<file path="src/rtl/core/gbe_sqrt.sv">
// Iterative integer square root, one result bit per cycle.
module gbe_sqrt #(
  parameter int ROOT_W = 15
) (
  input  logic                  clk,
  input  logic                  rst_n,
  input  logic                  start,
  input  logic [2*ROOT_W-1:0]   radicand,
  output logic                  done,
  output logic [ROOT_W-1:0]     root
);

  localparam int CNT_W = $clog2(ROOT_W + 1);

  logic [2*ROOT_W-1:0] rad_r, rad_nxt;
  logic [ROOT_W-1:0]   rem_r, rem_nxt;
  logic [ROOT_W-1:0]   root_r, root_nxt;
  logic [CNT_W-1:0]    cnt_r, cnt_nxt;
  logic                run_r, run_nxt;
  logic                done_r, done_nxt;
  logic [ROOT_W+1:0]   rem_sh;
  logic [ROOT_W+1:0]   trial;
  logic [ROOT_W+1:0]   diff;

  // Bring down two radicand bits and try the next root bit.
  assign rem_sh = {rem_r, rad_r[2*ROOT_W-1 -: 2]};
  assign trial  = {root_r, 2'b01};
  assign diff   = rem_sh - trial;

  always_comb begin
    rad_nxt  = rad_r;
    rem_nxt  = rem_r;
    root_nxt = root_r;
    cnt_nxt  = cnt_r;
    run_nxt  = run_r;
    done_nxt = 1'b0;
    if (start) begin
      rad_nxt  = radicand;
      rem_nxt  = '0;
      root_nxt = '0;
      cnt_nxt  = '0;
      run_nxt  = 1'b1;
    end else if (run_r) begin
      rad_nxt = {rad_r[2*ROOT_W-3:0], 2'b00};
      if (rem_sh >= trial) begin
        // The last remainder is never used, so dropping its top bits is safe.
        rem_nxt  = diff[ROOT_W-1:0];
        root_nxt = {root_r[ROOT_W-2:0], 1'b1};
      end else begin
        rem_nxt  = rem_sh[ROOT_W-1:0];
        root_nxt = {root_r[ROOT_W-2:0], 1'b0};
      end
      cnt_nxt = cnt_r + 1'b1;
      if (cnt_r == CNT_W'(ROOT_W - 1)) begin
        run_nxt  = 1'b0;
        done_nxt = 1'b1;
      end
    end
  end

  always_ff @(posedge clk) begin
    if (!rst_n) begin
      run_r  <= 1'b0;
      done_r <= 1'b0;
      cnt_r  <= '0;
    end else begin
      run_r  <= run_nxt;
      done_r <= done_nxt;
      cnt_r  <= cnt_nxt;
    end
  end

  always_ff @(posedge clk) begin
    rad_r  <= rad_nxt;
    rem_r  <= rem_nxt;
    root_r <= root_nxt;
  end

  assign done = done_r;
  assign root = root_r;

endmodule

</file>
<file path="config.mk">
export PLATFORM = sky130hd
export DESIGN_NAME = gbe_sqrt
export DESIGN_NICKNAME = d
export VERILOG_FILES = /design/src/rtl/core/gbe_sqrt.sv
export SDC_FILE = /design/constraint.sdc
export NUM_CORES = 1
export LEC_CHECK = 0
export BUFFER_PORTS_ARGS = -buffer_cell sky130_fd_sc_hd__buf_4
export CAP_MARGIN = 20
export CORE_UTILIZATION = 32
export CTS_CLUSTER_SIZE = 25
export DETAILED_ROUTE_END_ITERATION = 8
export GPL_ROUTABILITY_DRIVEN = 1
export GPL_TIMING_DRIVEN = 0
export PLACE_DENSITY = 0.49
export REMOVE_ABC_BUFFERS = 1
export SYNTH_ARGS = -nofsm -noshare
export SYNTH_HDL_FRONTEND = slang
export SYNTH_SLANG_ARGS = --single-unit
</file>
<file path="constraint.sdc">
create_clock -name clk -period 2.5 [get_ports clk]
set_clock_uncertainty 0.05 [all_clocks]
set_input_delay 0.125 -clock clk [delete_from_list [all_inputs] [get_ports clk]]
set_output_delay 0.125 -clock clk [all_outputs]
set_load 0.01 [all_outputs]
</file>
==> metrics.yaml, run 1 <==
cts-htree-levels: 3
critPathMaxFanout: 6
synth_area_sq_mm: 0.00355
grt_pass1_vias: 2724
route.detailed.wl_per_inst_microns: 15.1
finalWorstPathRequiredPeriod_ps: 2400
arrival_ps: 2590
ys.flop_type: "dfxtp_1"
layout_commonest_cell: "buf_4"
path_clk_slew_ps: 80
synth_seq_cells: 66
synthCells: 343
firstDrtPassIters: 4
peakVddDrop_v: 0.000411
num_vias: 2794
crit_path_end_kind: "flip-flop"
synth_area_per_cell_sq_um: 10.4
initial_utilization_pct: 32.8
die_w_microns: 107
fin_area_sq_mm: 0.00465
worstReg2RegStart: "root[0]"
grt_pass1_wl_mm: 13.6
instances_no_fill: 551
diodes: 0
synthArstFlopShare_pct: 0
wl_mm: 8.30
drive_gt1_share_pct: 35.0
hold-path-cell-count: 2
drv_cap: 0
power_leakage_nw: 1.83
antenna_found_initial: 0
hold_viol: 0
route.detailed.drc: 0
cts.sinks: 66
cp.required_ps: 2690
fmax_mhz: 417
layout_common_cells: "buf_4, nor2_1, edfxtp_1"
gp_congestion: 0.868
placement.cell_area_sq_mm: 0.00405
io_buffer_count: 48
worst_pin_slew_ps: 748
relSlewSlack_pct: 50.0
startpoint_type: "flip-flop"
dp_hpwl_mm: 5.23
setup_viol: 0
fp.dieH_microns: 107
ios: 49
report.final.slew_viol_count: 0
grt_overflow: 0
outcome: "complete, no violations"
nets: 458
clock_tree.buffer_depth: 2
rsz0062_at_grt: "no"
period_share_pct: 95.9
core_area_sq_mm: 0.0108
worstSkewPairLatency_ps: 350
crit_start: "root[0]"
globalRouteTotalUtil_pct: 15.5
row_count: 38
vias_per_cell: 5.07
rr_worst_depth: 10
synth_edf_count: 30
ys_seq_area_share_pct: 45.6
synth_cell_types: 53
power.density_mw_per_mm2: 1040
dp.cells: 516
antenna_left: 0
holdCritStartpoint: "radicand[3]"
cts_buffers: 9
first_iter_violations: 90
die_area_sq_mm: 0.0115
hp-class: "input pin to flip-flop"
cts_tree: "done"
hold_slack_ps: 22.8
syn_to_final_growth_pct: 30.8
grt_max_degree: 63
path_class: "flip-flop to flip-flop"
yosysWarnings: 0
clockRootBuffer: "clkbuf_8"
-- report_power, final --
part / total [mW] / internal, mW / switching [mW]
sequential: 1.39 / 1.27 / 0.111
combinational: 2.49 / 1.23 / 1.26
clock: 0.944 / 0.469 / 0.475
-- worst max-delay path, cell delays in order (launching register included) --
cell and delay (ps):
dfxtp_2 340, inv_1 70, ha_4 290, o21ai_2 90, a221oi_4 380, o31ai_4 120, buf_4 170, o211ai_4 240
buf_12 160, nor3_1 50, a311o_1 330
-- Yosys cell counts, drive strengths merged, types with 2 or more instances --
cell / number / area (sq um)
a211oi: 10 / 75.1
a21o: 4 / 30.0
a21oi: 12 / 60.1
a221oi: 2 / 23.8
a22oi: 2 / 15.0
a311o: 2 / 20.0
a31o: 2 / 17.5
and2: 2 / 12.5
and3: 3 / 18.8
buf: 6 / 36.3
clkbuf: 11 / 41.3
dfxtp: 36 / 721
edfxtp: 30 / 901
ha: 19 / 238
inv: 24 / 90.1
mux2: 28 / 315
mux2i: 19 / 190
nand2: 15 / 56.3
nand2b: 4 / 25.0
nand3: 12 / 60.1
nand4: 4 / 31.3
nor2: 38 / 143
nor2b: 3 / 18.8
nor3: 6 / 30.0
nor4: 2 / 12.5
o211a: 2 / 20.0
o211ai: 2 / 20.0
o21a: 2 / 15.0
o21ai: 10 / 50.1
o221ai: 2 / 17.5
o311ai: 2 / 17.5
o31ai: 4 / 35.0
xnor2: 7 / 61.3
xor2: 6 / 52.6
-- final cells by class --
class | instances | area [sq um]
Inverter | 24 | 90.1
Clock buffer | 9 | 124
Fill cell | 1052 | 6190
Sequential cell | 66 | 1640
Timing Repair Buffer | 68 | 573
Tap cell | 140 | 175
Clock inverter | 7 | 77.6
Multi-Input combinational cell | 237 | 1970
-- state kept, by name, summed over array words and instances (netlist names) --
register / cells
cnt_r: 4
done: 1
rad_r: 30
rem_r: 15
root: 15
run_r: 1
-- routing by layer --
| layer | routed length, microns | track usage (%) | vias up |
|---|---|---|---|
| met4 | 197 | 7.53 | 0 |
| met1 | 3900 | 19.8 | 1336 |
| met5 | 0 | 0 | - |
| met2 | 3840 | 23.5 | 58 |
| li1 | - | - | 1382 |
| met3 | 363 | 5.08 | 18 |
-- kinds of logic (layout without fill, tap and decap cells) --
logic type                 Yosys count  count (layout)  share of synthesized area, %
muxes                               47              47                          14.2
and+or+nand+nor                     90              90                          11.7
DFF                                 66              66                          45.6
AOI/OAI and AO/OA                   67              68                          13.8
buffers and inverters               41             108                          4.72
xor gates and xnor gates            13              13                          3.21
adders and majority gates           19              19                          6.69
-- path summary, 6_finish.rpt --
path / to / slack [ps]
setup / recovery: rem_r[8] / 100
hold / removal: rad_r[3] / 20
setup reg to reg: rem_r[8] / 100
hold reg to reg: root[0] / 440
-- repair_timing --
| item | CTS | global route |
|---|---|---|
| gates cloned | 1 | 1 |
| pin swaps | 3 | 10 |
| setup endpoints to repair | 15 | 12 |
| hold buffers | 3 | 2 |
| setup buffers | 3 | 9 |
| endpoints found under the hold margin | 3 | 2 |
| resized for setup | 23 | 17 |
-- metrics by stage --
stage | utilization [%] | power, mW | worst slack, ps | setup TNS [ps]
after floorplan | - | 2.71 | -335 | -10210
after global placement | 37.0 | 3.15 | -1550 | -57320
after detailed placement | 37.3 | 3.14 | -623 | -7240
after CTS | 41.0 | 4.54 | 1.14 | 0
after global routing | 42.9 | 5.12 | 0.511 | 0
final | 42.9 | 4.82 | 101 | 0
No activity file was read; power rests on OpenSTA's default activity.
==> run 2: changes to the inputs <==
Settings changed: PLACE_DENSITY 0.49 to 0.48.
Clock period 2.5 ns to 2.71 ns, I/O delays scaled along.
==> run 2 against run 1 <==
Non-clock buffer count shrank 12. Clock power grew 19%. First-iteration DRC count grew 18%. Final area shrank 3.5%. Utilization shrank 1.5 points. Die area is the same. Register-to-register slack is essentially flat. Largest power group unchanged.
==> metrics.yaml, run 2 (synthesized netlist as in run 1, its figures left out) <==
io_buffer_count: 48  # unchanged
first_iter_violations: 106  # +18%
dp_hpwl_mm: 5.33  # +1.9%
path_class: "flip-flop to flip-flop"
setup_slack_ps: 113  # +11.4 ps
worst_pin_slew_ps: 709  # -38.3 ps
drive_gt1_share_pct: 29.3  # -5.8 points
crit_path_end: "rem_r[5]"
final_core_util_pct: 41.4  # -1.5 points
tns_ps: 0  # unchanged
clock_tree.buffer_depth: 2  # unchanged
ios: 49  # unchanged
period_share_pct: 95.8  # -0.11 points
syn_to_final_growth_pct: 26.2
hold_viol: 0  # unchanged
report.final.slew_viol_count: 0  # unchanged
die_w_microns: 107  # unchanged
top_register: "rad_r"
hold_slack_ps: 20.2  # -2.57 ps
outcome: "complete, no violations"
clockRootBuffer: "clkbuf_8"
grt_pass1_vias: 2743  # +0.70%
cts_tree: "done"
layout_common_cells: "buf_4, nor2_1, dfxtp_1"
grt_max_degree: 63  # unchanged
grt_overflow: 0  # unchanged
peakVddDrop_v: 0.000396  # -3.5%
grt_pass1_wl_mm: 13.2  # -2.8%
rr_worst_depth: 10  # unchanged
path_clk_slew_ps: 80  # about the same
cts_buffers: 9  # unchanged
rrSetupSlack_ps: 110  # about the same
startpoint_type: "flip-flop"
crit_path_end_kind: "flip-flop"
diodes: 0  # unchanged
critPathMaxFanout: 6  # unchanged
num_vias: 2793  # -0.036%
power.density_mw_per_mm2: 1010  # -2.5%
hp-class: "input pin to flip-flop"
die_area_sq_mm: 0.0115  # unchanged
setup_viol: 0  # unchanged
arrival_ps: 2780  # +190 ps
antenna_left: 0  # unchanged
fmax_mhz: 385  # -7.6%
row_count: 38  # unchanged
power_leakage_nw: 1.78  # -2.5%
cts-htree-levels: 3  # unchanged
initial_utilization_pct: 32.8  # unchanged
worstReg2RegStart: "root[4]"
drv_cap: 0  # unchanged
antenna_found_initial: 0  # unchanged
globalRouteTotalUtil_pct: 14.9  # -0.65 points
fp.dieH_microns: 107  # unchanged
worstSkewPairLatency_ps: 340  # about the same
relSlewSlack_pct: 52.7  # +2.7 points
layout_commonest_cell: "buf_4"
reg2reg_to: "rem_r[5]"
power_mw: 4.54  # -5.9%
wl_mm: 8.35  # +0.60%
largest_register_ffs: 30  # unchanged
route.detailed.wl_per_inst_microns: 15.5  # +2.7%
vias_per_cell: 5.17  # +2.0%
crit_start: "root[4]"
core_area_sq_mm: 0.0108  # unchanged
cts.sinks: 66  # unchanged
cp.required_ps: 2900  # +210 ps
nets: 447  # -2.4%
finalWorstPathRequiredPeriod_ps: 2600  # +199 ps
gp_congestion: 0.840  # -3.3%
route.detailed.drc: 0  # unchanged
place_ws_ps: -412  # +211 ps
firstDrtPassIters: 7  # +3
-- run 2: cell count changes in the layout (fill, tap and decap cells not counted), moves of 2 or more --
cell / change
buf_4: -7
bufinv_16: +3
dfxtp_1: +10
dfxtp_2: -9
dlygate4sd3_1: -4
ha_1: +7
ha_2: +2
ha_4: -9
o21ai_1: +2
o21ai_2: -2
-- run 2: per-stage QoR --
step                      cell area (sq um)  std cells
after global routing                   4480        540
after floorplan                        3470        326
after CTS                              4420        536
after detailed placement               4060        516
final                                  4480        540
after global placement                 4010        514
-- run 2: routing by layer --
metal / vias to the layer above / track usage (%) / wire [microns]
li1: 1357 / - / -
met5: - / 0 / 0
met3: 16 / 3.27 / 499
met2: 79 / 24.0 / 4030
met1: 1341 / 18.8 / 3640
met4: 0 / 7.14 / 183
-- run 2: critical path, cell delays in order (launching register included) --
cell and delay, ps:
dfxtp_1 370, inv_1 60, ha_1 440, nand4_4 170, a221oi_4 330, o31ai_4 120, buf_12 160, o211ai_4 270
buf_4 180, nor3_1 40, a311o_1 290
-- run 2: layout make-up --
class,instances,area [sq um]
clock buffer,10,128
sequential,66,1620
fill,1093,6360
multi-input combinational,238,1860
tap,140,175
timing repair buffer,56,468
inverter,24,90.1
clock inverter,6,138
-- run 2: power by group --
part / leakage (nW) / internal (mW) / total [mW] / switching, mW
Sequential: 0.597 / 1.18 / 1.25 / 0.0780
Combinational: 1.05 / 0.974 / 2.17 / 1.19
Clock: 0.131 / 0.710 / 1.12 / 0.409
-- run 2: worst min path at each step --
| stage | from | endpoint | slack, ps | cells after the start |
|---|---|---|---|---|
| CTS | radicand[0] | rad_r[0] | 2 | 2 |
| detailed placement | rst_n | run_r | 320 | 2 |
| finish | radicand[0] | rad_r[0] | 20 | 2 |
| global placement | rst_n | run_r | 310 | 2 |
| floorplan | start | root[10] | 160 | 1 |
| global route | radicand[0] | rad_r[0] | 9 | 2 |
-- run 2: repair_timing --
item,in CTS,in global routing
gates cloned,1,1
hold buffers,1,0
pin swaps,1,3
endpoints found under the setup margin,15,12
gates resized for setup,8,6
setup buffers,2,3
hold endpoints to repair,1,0
